**src/design/dfsp_pkg.sv**
```systemverilog
// Shared types and constants for the delimited frame sensor parser.
package dfsp_pkg;

	localparam int unsigned BYTE_W      = 8;
	localparam int unsigned POS_W       = 7;
	localparam int unsigned NUM_SENSORS = 8;

	localparam logic [POS_W-1:0] KIND_POS        = POS_W'(1);
	localparam int unsigned      FIRST_DIGIT_POS = 6;
	localparam int unsigned      DIGIT_STRIDE    = 5;

	localparam logic [BYTE_W-1:0] CH_START   = 8'h24;
	localparam logic [BYTE_W-1:0] CH_END     = 8'h23;
	localparam logic [BYTE_W-1:0] CH_DIGITAL = 8'h44;
	localparam logic [BYTE_W-1:0] CH_ZERO    = 8'h30;

	typedef logic [NUM_SENSORS-1:0][BYTE_W-1:0] sensor_vec_t;

	typedef struct packed {
		logic [BYTE_W-1:0] kind;
		sensor_vec_t       digits;
	} frame_close_t;

endpackage

```
**src/design/dfsp_if.sv**
```systemverilog
// Valid/ready channel interfaces for received bytes and frame results.
interface dfsp_in_if;
	logic       valid;
	logic       ready;
	logic [7:0] rx_byte;

	modport source (output valid, output rx_byte, input ready);
	modport sink   (input valid, input rx_byte, output ready);
endinterface

interface dfsp_out_if;
	logic       valid;
	logic       ready;
	logic       updated;
	logic [7:0] sensor_0;
	logic [7:0] sensor_1;
	logic [7:0] sensor_2;
	logic [7:0] sensor_3;
	logic [7:0] sensor_4;
	logic [7:0] sensor_5;
	logic [7:0] sensor_6;
	logic [7:0] sensor_7;

	modport source (
		output valid, output updated,
		output sensor_0, output sensor_1, output sensor_2, output sensor_3,
		output sensor_4, output sensor_5, output sensor_6, output sensor_7,
		input ready
	);
	modport sink (
		input valid, input updated,
		input sensor_0, input sensor_1, input sensor_2, input sensor_3,
		input sensor_4, input sensor_5, input sensor_6, input sensor_7,
		output ready
	);
endinterface

```
**src/design/dfsp_frame.sv**
```systemverilog
// Frame tracker: position counter, kind byte and digit capture per received word.
module dfsp_frame
	import dfsp_pkg::*;
#(
	parameter int unsigned MAX_FRAME = 100
) (
	input  logic              clk,
	input  logic              arst_n,
	input  logic [BYTE_W-1:0] rx_byte,
	input  logic              take,
	output logic              emit,
	output frame_close_t      close_ev
);

	localparam logic [POS_W-1:0] MAX_POS = POS_W'(MAX_FRAME);

	logic              open_q;
	logic [POS_W-1:0]  pos_q;
	logic [BYTE_W-1:0] kind_q;
	sensor_vec_t       digits_q;

	logic              store;
	logic              clear;
	logic [POS_W-1:0]  pos_n;
	logic [BYTE_W-1:0] kind_n;
	sensor_vec_t       digits_n;

	always_comb begin
		store    = (rx_byte == CH_START) || open_q;
		emit     = open_q && (rx_byte == CH_END);
		kind_n   = kind_q;
		digits_n = digits_q;
		pos_n    = pos_q;
		if (store) begin
			if (pos_q == KIND_POS) begin
				kind_n = rx_byte;
			end
			for (int i = 0; i < NUM_SENSORS; i++) begin
				if (pos_q == POS_W'(FIRST_DIGIT_POS + i * DIGIT_STRIDE)) begin
					digits_n[i] = rx_byte;
				end
			end
			pos_n = pos_q + POS_W'(1);
		end
		clear = emit || (store && (pos_n >= MAX_POS));
		close_ev.kind   = kind_n;
		close_ev.digits = digits_n;
	end

	always_ff @(posedge clk or negedge arst_n) begin
		if (!arst_n) begin
			open_q   <= 1'b0;
			pos_q    <= '0;
			kind_q   <= '0;
			digits_q <= '0;
		end else if (take) begin
			if (clear) begin
				open_q   <= 1'b0;
				pos_q    <= '0;
				kind_q   <= '0;
				digits_q <= '0;
			end else begin
				open_q   <= store;
				pos_q    <= pos_n;
				kind_q   <= kind_n;
				digits_q <= digits_n;
			end
		end
	end

endmodule

```
**src/design/dfsp_decode.sv**
```systemverilog
// Sensor decode and result register: refresh held values on digital frames while digital_enable is set.
module dfsp_decode
	import dfsp_pkg::*;
(
	input  logic         clk,
	input  logic         arst_n,
	input  logic         digital_enable,
	input  logic         ev_valid,
	input  frame_close_t ev,
	output logic         ev_ready,
	dfsp_out_if.source   res
);

	logic        valid_q;
	logic        updated_q;
	sensor_vec_t held_q;
	logic        load;
	logic        refresh;

	assign ev_ready = !valid_q || res.ready;
	assign load     = ev_valid && ev_ready;
	assign refresh  = digital_enable && (ev.kind == CH_DIGITAL);

	always_ff @(posedge clk or negedge arst_n) begin
		if (!arst_n) begin
			valid_q   <= 1'b0;
			updated_q <= 1'b0;
			held_q    <= '0;
		end else begin
			if (load) begin
				valid_q   <= 1'b1;
				updated_q <= refresh;
				if (refresh) begin
					for (int i = 0; i < NUM_SENSORS; i++) begin
						held_q[i] <= ev.digits[i] - CH_ZERO;
					end
				end
			end else if (res.ready) begin
				valid_q <= 1'b0;
			end
		end
	end

	assign res.valid    = valid_q;
	assign res.updated  = updated_q;
	assign res.sensor_0 = held_q[0];
	assign res.sensor_1 = held_q[1];
	assign res.sensor_2 = held_q[2];
	assign res.sensor_3 = held_q[3];
	assign res.sensor_4 = held_q[4];
	assign res.sensor_5 = held_q[5];
	assign res.sensor_6 = held_q[6];
	assign res.sensor_7 = held_q[7];

endmodule

```
**src/design/delimited_frame_sensor_parser_core.sv**
```systemverilog
// Top level of the delimited frame sensor parser.
//
// Usage:
//   rx  : one received serial byte per word. A '$' opens a frame, '#' closes it.
//   res : one word per closed frame: updated flag and the eight held sensor values.
//   cfg_we/cfg_wdata : write digital_enable; write only while the block is idle.
// Path: a closing byte passes the input register, then the close-event register, then
//   the result register, before its result shows on res.
// Throughput: one byte per cycle, set by the frame tracker, unless a closing byte waits on a full close-event register.
// Bytes that produce no result never wait on res; a stalled res holds its
//   word, one further close event waits in the middle stage, and rx.ready
//   drops only when a second close event reaches the input register.
// A frame reaching MAX_FRAME positions is dropped with no result.
// Reset clears frame state, held values, digital_enable and all valid flags;
//   the block accepts bytes in the first cycle after reset is released.
module delimited_frame_sensor_parser_core
	import dfsp_pkg::*;
#(
	parameter int unsigned MAX_FRAME = 100
) (
	input  logic       clk,
	input  logic       arst_n,
	dfsp_in_if.sink    rx,
	dfsp_out_if.source res,
	input  logic       cfg_we,
	input  logic       cfg_wdata
);

	logic              en_q;
	logic              valid_s1;
	logic [BYTE_W-1:0] byte_s1;
	logic              valid_s2;
	frame_close_t      ev_s2;

	logic              emit;
	frame_close_t      close_ev;
	logic              take;
	logic              s2_ready;
	logic              s2_free;

	assign s2_free  = !valid_s2 || s2_ready;
	assign take     = valid_s1 && (!emit || s2_free);
	assign rx.ready = !valid_s1 || take;

	always_ff @(posedge clk or negedge arst_n) begin
		if (!arst_n) begin
			en_q <= 1'b0;
		end else if (cfg_we) begin
			en_q <= cfg_wdata;
		end
	end

	always_ff @(posedge clk or negedge arst_n) begin
		if (!arst_n) begin
			valid_s1 <= 1'b0;
		end else if (rx.ready) begin
			valid_s1 <= rx.valid;
		end
	end

	always_ff @(posedge clk) begin
		if (rx.ready && rx.valid) begin
			byte_s1 <= rx.rx_byte;
		end
	end

	always_ff @(posedge clk or negedge arst_n) begin
		if (!arst_n) begin
			valid_s2 <= 1'b0;
		end else if (s2_free) begin
			valid_s2 <= take && emit;
		end
	end

	always_ff @(posedge clk) begin
		if (s2_free && take && emit) begin
			ev_s2 <= close_ev;
		end
	end

	dfsp_frame #(
		.MAX_FRAME(MAX_FRAME)
	) u_frame (
		.clk     (clk),
		.arst_n  (arst_n),
		.rx_byte (byte_s1),
		.take    (take),
		.emit    (emit),
		.close_ev(close_ev)
	);

	dfsp_decode u_decode (
		.clk           (clk),
		.arst_n        (arst_n),
		.digital_enable(en_q),
		.ev_valid      (valid_s2),
		.ev            (ev_s2),
		.ev_ready      (s2_ready),
		.res           (res)
	);

endmodule

```
**src/flat_wrapper.sv**
```systemverilog
// flat-port wrapper written by rule: the top's interface ports become plain ports
module delimited_frame_sensor_parser_core_flat import dfsp_pkg::*;
#(
	parameter int unsigned MAX_FRAME = 100
)
  (clk, arst_n, cfg_we, cfg_wdata, rx_valid, rx_rx_byte, rx_ready, res_valid, res_updated, res_sensor_0, res_sensor_1, res_sensor_2, res_sensor_3, res_sensor_4, res_sensor_5, res_sensor_6, res_sensor_7, res_ready);
  dfsp_in_if rx_i ();
  dfsp_out_if res_i ();
  input  logic clk;
  input  logic arst_n;
  input  logic cfg_we;
  input  logic cfg_wdata;
  input wire logic [$bits(rx_i.valid)-1:0] rx_valid;
  input wire logic [$bits(rx_i.rx_byte)-1:0] rx_rx_byte;
  output wire logic [$bits(rx_i.ready)-1:0] rx_ready;
  output wire logic [$bits(res_i.valid)-1:0] res_valid;
  output wire logic [$bits(res_i.updated)-1:0] res_updated;
  output wire logic [$bits(res_i.sensor_0)-1:0] res_sensor_0;
  output wire logic [$bits(res_i.sensor_1)-1:0] res_sensor_1;
  output wire logic [$bits(res_i.sensor_2)-1:0] res_sensor_2;
  output wire logic [$bits(res_i.sensor_3)-1:0] res_sensor_3;
  output wire logic [$bits(res_i.sensor_4)-1:0] res_sensor_4;
  output wire logic [$bits(res_i.sensor_5)-1:0] res_sensor_5;
  output wire logic [$bits(res_i.sensor_6)-1:0] res_sensor_6;
  output wire logic [$bits(res_i.sensor_7)-1:0] res_sensor_7;
  input wire logic [$bits(res_i.ready)-1:0] res_ready;
  assign rx_i.valid = rx_valid;
  assign rx_i.rx_byte = rx_rx_byte;
  assign rx_ready = rx_i.ready;
  assign res_valid = res_i.valid;
  assign res_updated = res_i.updated;
  assign res_sensor_0 = res_i.sensor_0;
  assign res_sensor_1 = res_i.sensor_1;
  assign res_sensor_2 = res_i.sensor_2;
  assign res_sensor_3 = res_i.sensor_3;
  assign res_sensor_4 = res_i.sensor_4;
  assign res_sensor_5 = res_i.sensor_5;
  assign res_sensor_6 = res_i.sensor_6;
  assign res_sensor_7 = res_i.sensor_7;
  assign res_i.ready = res_ready;
  delimited_frame_sensor_parser_core #(.MAX_FRAME(MAX_FRAME)) u_core (.clk(clk), .arst_n(arst_n), .rx(rx_i), .res(res_i), .cfg_we(cfg_we), .cfg_wdata(cfg_wdata));
endmodule
```
**config.mk**
```make
export PLATFORM = sky130hd
export DESIGN_NAME = delimited_frame_sensor_parser_core_flat
export DESIGN_NICKNAME = d
export VERILOG_FILES = /design/src/design/dfsp_pkg.sv /design/src/design/dfsp_if.sv /design/src/design/dfsp_frame.sv /design/src/design/dfsp_decode.sv /design/src/design/delimited_frame_sensor_parser_core.sv /design/src/flat_wrapper.sv
export SDC_FILE = /design/constraint.sdc
export NUM_CORES = 1
export LEC_CHECK = 0
export BUFFER_PORTS_ARGS = -buffer_cell sky130_fd_sc_hd__buf_2
export CORE_MARGIN = 3
export CORE_UTILIZATION = 51
export DETAILED_ROUTE_END_ITERATION = 8
export MAX_ROUTING_LAYER = met4
export PLACE_DENSITY = 0.68
export REMOVE_ABC_BUFFERS = 1
export SYNTH_ARGS = -nofsm -noshare
export SYNTH_HDL_FRONTEND = slang
export SYNTH_SLANG_ARGS = --single-unit
```
**constraint.sdc**
```tcl
create_clock -name clk -period 3.5 [get_ports clk]
set_input_delay 0.35 -clock clk [delete_from_list [all_inputs] [get_ports clk]]
set_output_delay 0.35 -clock clk [all_outputs]
set_load 0.005 [all_outputs]
```
# Word level (Yosys, flattened, before mapping)
# Index checks and enable logic that the tools add are counted.
[op_classes]
muxes = 18
n_reduce_logical = 21
magnitude_cmp = 1
n_addsub = 9
n_eq_ne = 12
[op_table]
columns = ["operator", "count"]
rows = [
  ["$mux 64", 2],
  ["$mux 8", 11],
  ["$sub 8x6->8 const B", 8],
  ["$eq 7x5->1 const B", 4],
  ["$eq 8x6->1 const B", 2],
  ["$eq 7x6->1 const B", 2],
  ["$mux 7", 2],
  ["$logic_and 1x1->1", 9],
  ["$eq 8x7->1 const B", 1],
  ["$add 7x1->7 const B", 1],
  ["$eq 7x1->1 const B", 1],
  ["$eq 7x3->1 const B", 1],
  ["$eq 7x4->1 const B", 1],
  ["$ge 7x7->1 const B", 1],
  ["$logic_or 1x1->1", 6],
  ["$logic_not 1->1", 4],
  ["$mux 1", 3],
  ["$reduce_and 2->1", 1],
  ["$reduce_bool 2->1", 1],
]
[totals]
elab_cells = 95
ff_bits = 229
inputBits = 14
output_inout_bits = 67

# Logic depth before layout (Yosys ltp)
# Gate-level depths: netlist (run 1).
[depth]
ltp_word = 7
ltp_mapped = 8
mapped_depth_nobuf = 7

# Modules after synthesis
# From an unflattened synthesis (run 1), not the netlist that was laid out.
[hier_totals]
cells_unflattened = 655
hier_area_um2 = 9860.7
[modules_own_cells]
columns = ["module", "area_each_um2", "instances", "cells_per_inst", "seq_area_each_um2"]
rows = [
  ["dfsp_frame", 4518.1, 1, 377, 2001.9],
  ["dfsp_decode", 2797.7, 1, 186, 1651.6],
  ["delimited_frame_sensor_parser_core", 2544.9, 1, 92, 2477.4],
]

# Worst setup path after synthesis (run 1)
# No wires, ideal clock.
[synth_path]
path_type = "reg-to-reg"
from = "register u_core.byte_s1[4]"
to = "register u_core.ev_s2[0] in the netlist's numbering (enable)"
path_stages_with_launch = 4
n_path_buf = 0
synth_period_minus_slack_ns = 3.189
path_slack_ns = 0.311
required_ns = 3.062
setup_ns = 0.438
arrival_ns = 2.751
cell_sequence = "edfxtp_1 nor4_4 and3_1 and3_1"
[synth_between]
elab_chain_cells = 7
[synth_rtl]
columns = ["item", "line_no", "rtl"]
rows = [
  ["from (decl)", "delimited_frame_sensor_parser_core.sv:31", "logic [BYTE_W-1:0] byte_s1;"],
  ["from (signal assigned)", "delimited_frame_sensor_parser_core.sv:63", "byte_s1 <= rx.rx_byte;"],
  ["$eq 8x6->1 (*)", "dfsp_frame.sv:30", "emit = open_q && (rx_byte == CH_END);"],
  ["$logic_and 1x1->1 (*)", "dfsp_frame.sv:30", ""],
  ["$logic_not 1->1", "delimited_frame_sensor_parser_core.sv:42", "assign take = valid_s1 && (!emit || s2_free);"],
  ["$logic_or 1x1->1", "delimited_frame_sensor_parser_core.sv:42", ""],
  ["$logic_and 1x1->1", "delimited_frame_sensor_parser_core.sv:42", ""],
  ["$logic_and 1x1->1", "delimited_frame_sensor_parser_core.sv:76", "if (s2_free && take && emit) begin"],
  ["$logic_and 1x1->1 (*)", "delimited_frame_sensor_parser_core.sv:76", ""],
  ["to (signal assigned)", "delimited_frame_sensor_parser_core.sv:77", "ev_s2 <= close_ev;"],
  ["to (decl)", "delimited_frame_sensor_parser_core.sv:33", "frame_close_t ev_s2;"],
]
# Every way passes the cells marked *; elsewhere a longest branch is shown, timed or not.
# A chain may end at the register's enable or synchronous reset.

==> impl_metrics.json, run 1 <==
{
  "via_per_inst": 5.50,
  "synth.avg_cell_area_sq_um": 11.7,
  "power_frac_seq": 0.499,
  "die_w_microns": 144,
  "powerDensity_nw_per_um2": 597,
  "synth-seq-cells": 229,
  "syn_area_sq_um": 9730,
  "rsz0062_at_grt": "no",
  "antenna_found_initial": 0,
  "crit_arrival_ps": 3110,
  "switching_share": 0.253,
  "path_class": "flop to flop",
  "outcome": "completed",
  "clockBufferDepth": 3,
  "ios": 81,
  "grt_pass1_vias": 6137,
  "synth_top_family_by_area": "simple AND/OR/NAND/NOR gates",
  "wl_per_cell_microns": 17.6,
  "ys_warn_count": 0,
  "cap_violations": 0,
  "numCtsBuffers": 24,
  "worst_slew_pin_slew_ps": 824,
  "rows": 49,
  "start_kind": "flop",
  "path_max_fanout": 12,
  "die_area_sq_um": 20800,
  "vias": 6353,
  "clk_pin_slew_ps": 60,
  "yosysSeqAreaShare": 0.630,
  "setup_viol": 0,
  "post-route-worst-setup-slack_ps": 642,
  "port_buffers": 80,
  "peakVddDrop_v": 0.000363,
  "power_frac_comb": 0.140,
  "cts_root_buf": "clkbuf_16",
  "synth-compound-area-share": 0.115,
  "synth_cell_type_count": 55,
  "slew_headroom": 0.448,
  "fin_crit_ps": 2860,
  "top_register": "u_core.ev_s2",
  "die_y_microns": 144,
  "cts_tree": "done",
  "grt_max_degree": 91,
  "drive_above_1_share": 0.213,
  "async_flop_share": 0.651,
  "hp-class": "input pin to flop",
  "grt_pass1_wl_mm": 32.9,
  "dpl.hpwl_mm": 12.6,
  "place_ws_ps": 658,
  "synth_ff_type": "dfrtp_1",
  "synth-simple-area-share": 0.155,
  "slew_viol_final": 0,
  "hold_viol_final": 0,
  "drc": 0,
  "overflow": 0,
  "synth_fa_ha_area_frac": 0.0154,
  "totalWireLength_mm": 20.4,
  "clkPwrFrac": 0.361,
  "p_leak_nw": 5.32,
  "initial_utilization": 0.531,
  "clock-sinks": 229,
  "finalSetupTns_ps": 0,
  "grt_usage": 0.205,
  "synth_edf_count": 80,
  "fin_crit_sh": 0.817,
  "cts_max_level": 1,
  "power.switching_mw": 1.68,
  "fmax_mhz": 350,
  "core_area_sq_um": 18300,
  "globalplace.congestion": 0.892,
  "largest_reg_flops": 72,
  "drtIter0Drc": 483,
  "post_cts_buffers": 0,
  "synth_xor_area_frac": 0.0144,
  "diodes": 0,
  "top_regs": "u_core.ev_s2: 72 flops, u_core.u_frame.digits_q: 64 flops",
  "endpoint_kind": "flop",
  "finClkSkew_ps": 12.0,
  "cts_resized": 0,
  "intPower_mw": 4.96,
  "insertion_delay_ps": 510,
  "cp.required_ps": 3750,
  "synthToLayoutAreaGrowth_pct": 14.2,
  "final_nets": 935,
  "antenna_left": 0,
  "drtPass1Iterations": 4,
  "synth_mux_area_frac": 0.0389,
  "synth_cells": 834
}
-- cells in the mapped netlist, drive strengths merged, types with 3 or more instances --
| master | number | area share |
|---|---|---|
| and2 | 3 | 0.0019 |
| nor2b | 6 | 0.0039 |
| a22o | 50 | 0.045 |
| dfrtp | 149 | 0.38 |
| and3 | 15 | 0.0096 |
| nand3 | 7 | 0.0036 |
| nand2 | 279 | 0.11 |
| ha | 12 | 0.015 |
| nand2b | 4 | 0.0026 |
| xor2 | 8 | 0.0072 |
| nor3 | 3 | 0.0027 |
| o2bb2ai | 15 | 0.013 |
| nand4 | 4 | 0.0041 |
| edfxtp | 80 | 0.25 |
| mux2 | 33 | 0.039 |
| clkbuf | 32 | 0.013 |
| xnor2 | 8 | 0.0072 |
| a32o | 13 | 0.013 |
| nor2 | 10 | 0.0049 |
| inv | 6 | 0.0023 |
| o21ai | 40 | 0.027 |
| buf | 26 | 0.017 |
| a21oi | 11 | 0.0057 |
-- power by group through the flow --
stage                     clock, mW  combinational, mW  sequential, mW
after CTS                      2.44              0.934            3.31
after global routing           2.55               1.03            3.35
final                          2.40              0.929            3.32
after global placement            0              0.898            3.35
after detailed placement          0              0.925            3.36
after floorplan                   0              0.679            3.31
-- logic make-up after synthesis --
logic type | after synthesis
and+or+nand+nor | 343
AOI/OAI and AO/OA | 137
muxes | 33
DFF | 229
adders and majority gates | 12
xor gates and xnor gates | 16
buffers and inverters | 64
-- worst max-delay path, stage by stage, from the launching register on --
cell and delay [ps]:
edfxtp_1 610, nor4_4 460, a31oi_4 230, nor4b_4 320, and3_1 580, mux2_2 400
-- metrics by stage --
stage	util	hold WS [ps]	power, mW	instances	cell area, sq um
after floorplan	-	54.4	3.99	776	9450
after global placement	0.565	422	4.25	1111	10400
after detailed placement	0.565	420	4.28	1111	10400
after CTS	0.607	6.18	6.69	1155	11100
after global routing	0.607	9.21	6.92	1155	11100
final	0.607	21.0	6.64	1155	11100
-- worst paths after layout --
kind                                                   from                                     endpoint  slack [ps]  cells past startpoint
worst max-delay path            u_core.byte_s1[3]$_DFFE_PP_                    u_core.ev_s2[2]$_DFFE_PP_         640                      5
worst min-delay path                          rx_rx_byte[5]                  u_core.byte_s1[5]$_DFFE_PP_          20                      1
worst max register to register  u_core.byte_s1[3]$_DFFE_PP_                    u_core.ev_s2[2]$_DFFE_PP_         640                      5
worst min register to register   u_core.ev_s2[24]$_DFFE_PP_  u_core.u_decode.res.sensor_3[0]$_DFFE_PN0P_         440                      2
max in group asynchronous                            arst_n  u_core.u_decode.res.sensor_1[1]$_DFFE_PN0P_        2170                      3
min in group asynchronous                            arst_n  u_core.u_decode.res.sensor_7[3]$_DFFE_PN0P_         490                      2
-- final cells by class --
| cell class | count | area, sq um |
|---|---|---|
| fill | 1459 | 7210 |
| sequential | 229 | 6130 |
| multi-input combinational | 541 | 3300 |
| clock buffer | 33 | 696 |
| timing repair buffer | 107 | 637 |
| tap | 229 | 287 |
| clock inverter | 10 | 52.6 |
| inverter | 6 | 22.5 |
-- repair_timing --
item,CTS,global route
setup endpoints to repair,0,0
hold buffers,1,0
endpoints found under the hold margin,89,0
-- cell usage in the layout, fill, tap and decap left out, drive strengths merged, types with 2 or more instances in the layout --
cell      count
clkinvlp      2
nor3b         2
edfxtp       80
nor2         10
xnor2         8
nand2       279
nor3          3
buf         106
nand3         7
and4b         2
a22o         50
clkinv        8
o21ai        40
nor4          2
inv           6
ha           12
nand2b        4
nor2b         6
xor2          8
clkbuf       33
a32o         13
nor4b         2
and2          3
and3         15
a21oi        11
nand4         4
o2bb2ai      15
a31o          2
mux2         33
o31ai         2
dfrtp       149
-- per-layer routing --
metal	global-route usage	routed length, microns
met1	0.297	9660
met2	0.314	9310
met3	0.0261	932
met4	0.0506	471
met5	-	0
(Power assumes the default switching activity.)
==> run 2: changes to the inputs <==
==> constraint.sdc (replaced) <==
create_clock -name clk -period 2.8 [get_ports clk]
set_input_delay 0.28 -clock clk [delete_from_list [all_inputs] [get_ports clk]]
set_output_delay 0.28 -clock clk [all_outputs]
set_load 0.005 [all_outputs]
==> run 2 against run 1 <==
Against the previous run:
- sequential share of layout area decreased by 0.91 points
- count of clock-buffer cells in the layout up 8
- critical path depth rose by 1
- non-clock buffer count rose by 16
- largest cell class unchanged
- flip-flop and latch count unchanged
==> impl_metrics.json, run 2 (synthesis gave the netlist of run 1 again) <==
{
  "grt_busiest_layer": "met2",
  "synthToLayoutAreaGrowth_pct": 16.2,
  "globalplace.congestion": 0.898,
  "die_y_microns": 144,
  "most-common-layout-cells": "nand2_1, dfrtp_1, edfxtp_1",
  "placed_area_sq_um": 10400,
  "overflow": 0,
  "clockBufferDepth": 3,
  "rows": 49,
  "ff2ff_setup_slack_ps": 290,
  "fill_cells": 1462,
  "post-route-worst-setup-slack_ps": 295,
  "post_cts_buffers": 0,
  "rsz0062_at_grt": "no",
  "cp_num_buf_inv": 1,
  "cts_max_level": 1,
  "cp_top_family": "simple AND/OR/NAND/NOR gates",
  "crit_path_cell_trace": "nor4_4 > a31oi_4 > nor4b_4 > and3_1 > buf_4 > mux2_2",
  "cp-startpoint": "u_core.byte_s1[4]$_DFFE_PP_",
  "totalWireLength_mm": 20.3,
  "final_common_cell": "nand2_1",
  "grt_usage": 0.206,
  "port_buffers": 80,
  "drive_above_1_share": 0.212,
  "diodes": 0,
  "numCtsBuffers": 25,
  "rr_worst_depth": 6,
  "peakVddDrop_v": 0.000485,
  "top_register": "u_core.ev_s2",
  "drtIter0Drc": 515,
  "outcome": "completed",
  "path_class": "flop to flop",
  "reg2reg_from": "u_core.byte_s1[4]$_DFFE_PP_",
  "antenna_left": 0,
  "ios": 81,
  "largest_reg_flops": 72,
  "place_ws_ps": 192,
  "die_area_sq_um": 20800,
  "core_area_sq_um": 18300,
  "cp.depth": 6,
  "use_met2": 0.307,
  "powerDensity_nw_per_um2": 745,
  "slew_headroom": 0.566,
  "cap_violations": 0,
  "crit_arrival_ps": 2770,
  "path_max_fanout": 17,
  "reg2reg_to": "u_core.ev_s2[0]$_DFFE_PP_",
  "drtPass1Iterations": 5,
  "whs_ps": 51.6,
  "insertion_delay_ps": 520,
  "top_regs": "u_core.ev_s2: 72 flops, u_core.u_frame.digits_q: 64 flops",
  "antenna_found_initial": 0,
  "start_kind": "flop",
  "clk_pin_slew_ps": 60,
  "grt_use_met3": 0.0304,
  "endpoint_kind": "flop",
  "crit_path_end": "u_core.ev_s2[0]$_DFFE_PP_",
  "finalPower_mw": 8.42,
  "crit_slowest_cell": "edfxtp_1",
  "fin_crit_ps": 2510,
  "final_nets": 952,
  "via_per_inst": 5.43,
  "worst_slew_pin_slew_ps": 649,
  "hold_viol_final": 0,
  "clock-sinks": 229,
  "fmax_mhz": 399,
  "met1_usage": 0.302,
  "cp.required_ps": 3060,
  "wl_per_cell_microns": 17.3,
  "cts_tree": "done",
  "slew_viol_final": 0,
  "cts_root_buf": "clkbuf_16",
  "p_leak_nw": 5.41,
  "grt_max_degree": 73,
  "initial_utilization": 0.531,
  "grt_pass1_vias": 6180,
  "vias": 6376,
  "finClkSkew_ps": 22.1,
  "setup_viol": 0,
  "dpl.hpwl_mm": 12.6,
  "final_cell_area_sq_um": 11300,
  "hp-class": "input pin to flop",
  "drc": 0,
  "max_stage_delay_ps": 420,
  "grt_pass1_wl_mm": 32.9,
  "fin_crit_sh": 0.895,
  "die_w_microns": 144
}
[run 2: cell count changes in the layout (fill, tap and decap cells not counted)]
cell,before,now
buf_12,2,3
buf_4,24,28
clkbuf_1,4,11
clkbuf_8,4,5
clkinv_1,2,1
clkinv_2,6,1
clkinvlp_4,2,1
dlygate4sd3_1,1,12
inv_6,0,2
o31ai_1,1,0
o31ai_2,0,1
[run 2: metrics by stage]
step,std cells,util,TNS (ps)
5_1_grt,1174,0.617,0
4_1_cts,1174,0.617,0
6_report,1174,0.617,0
3_3_place_gp,1116,0.568,0
3_5_place_dp,1116,0.568,0
2_1_floorplan,776,-,-62500
[run 2: where the power goes]
group          internal [mW]  total, mW  switching [mW]
clock network           1.79       3.05            1.26
logic                  0.616       1.22           0.602
registers               3.89       4.15           0.257
[run 2: final cells by class]
type | instances | area (sq um) | share of cell area
sequential | 229 | 6130 | 0.542
multi-input combinational | 541 | 3300 | 0.292
timing repair buffer | 123 | 797 | 0.0705
clock buffer | 41 | 736 | 0.0651
tap | 229 | 287 | 0.0253
clock inverter | 5 | 33.8 | 0.00299
inverter | 6 | 22.5 | 0.00199
[run 2: per-layer routing]
metal / routed length [microns] / part of all wire / up-vias
met5: 0 / 0 / -
li1: - / - / 3081
met2: 9250 / 0.46 / 179
met3: 1130 / 0.055 / 45
met4: 476 / 0.023 / 0
met1: 9480 / 0.47 / 3071
[run 2: how the worst min path moves through the flow]
stage / from / to / slack [ps] / depth (start not counted)
finish: res_ready / u_core.u_decode.res.valid$_DFFE_PN0P_ / 50 / 3
global route: res_ready / u_core.u_decode.res.valid$_DFFE_PN0P_ / 90 / 3
CTS: res_ready / u_core.u_decode.res.valid$_DFFE_PN0P_ / 40 / 3
detailed placement: arst_n / u_core.u_decode.res.sensor_7[5]$_DFFE_PN0P_ / 340 / 1
global placement: arst_n / u_core.u_decode.res.sensor_7[5]$_DFFE_PN0P_ / 340 / 1
floorplan: arst_n / u_core.en_q$_DFFE_PN0P_ / -20 / 0
[run 2: worst min-delay path, delay by kind of cell]
family | cells | cell delay, ps
buffers and inverters | 1 | 80
AND/OR/NAND/NOR | 2 | 160
[run 2: what timing repair did]
| action | CTS | global route |
|---|---|---|
| hold buffers | 12 | 0 |
| hold endpoints to repair | 75 | 0 |
| gates resized for setup | 0 | 1 |
| endpoints found under the setup margin | 0 | 6 |
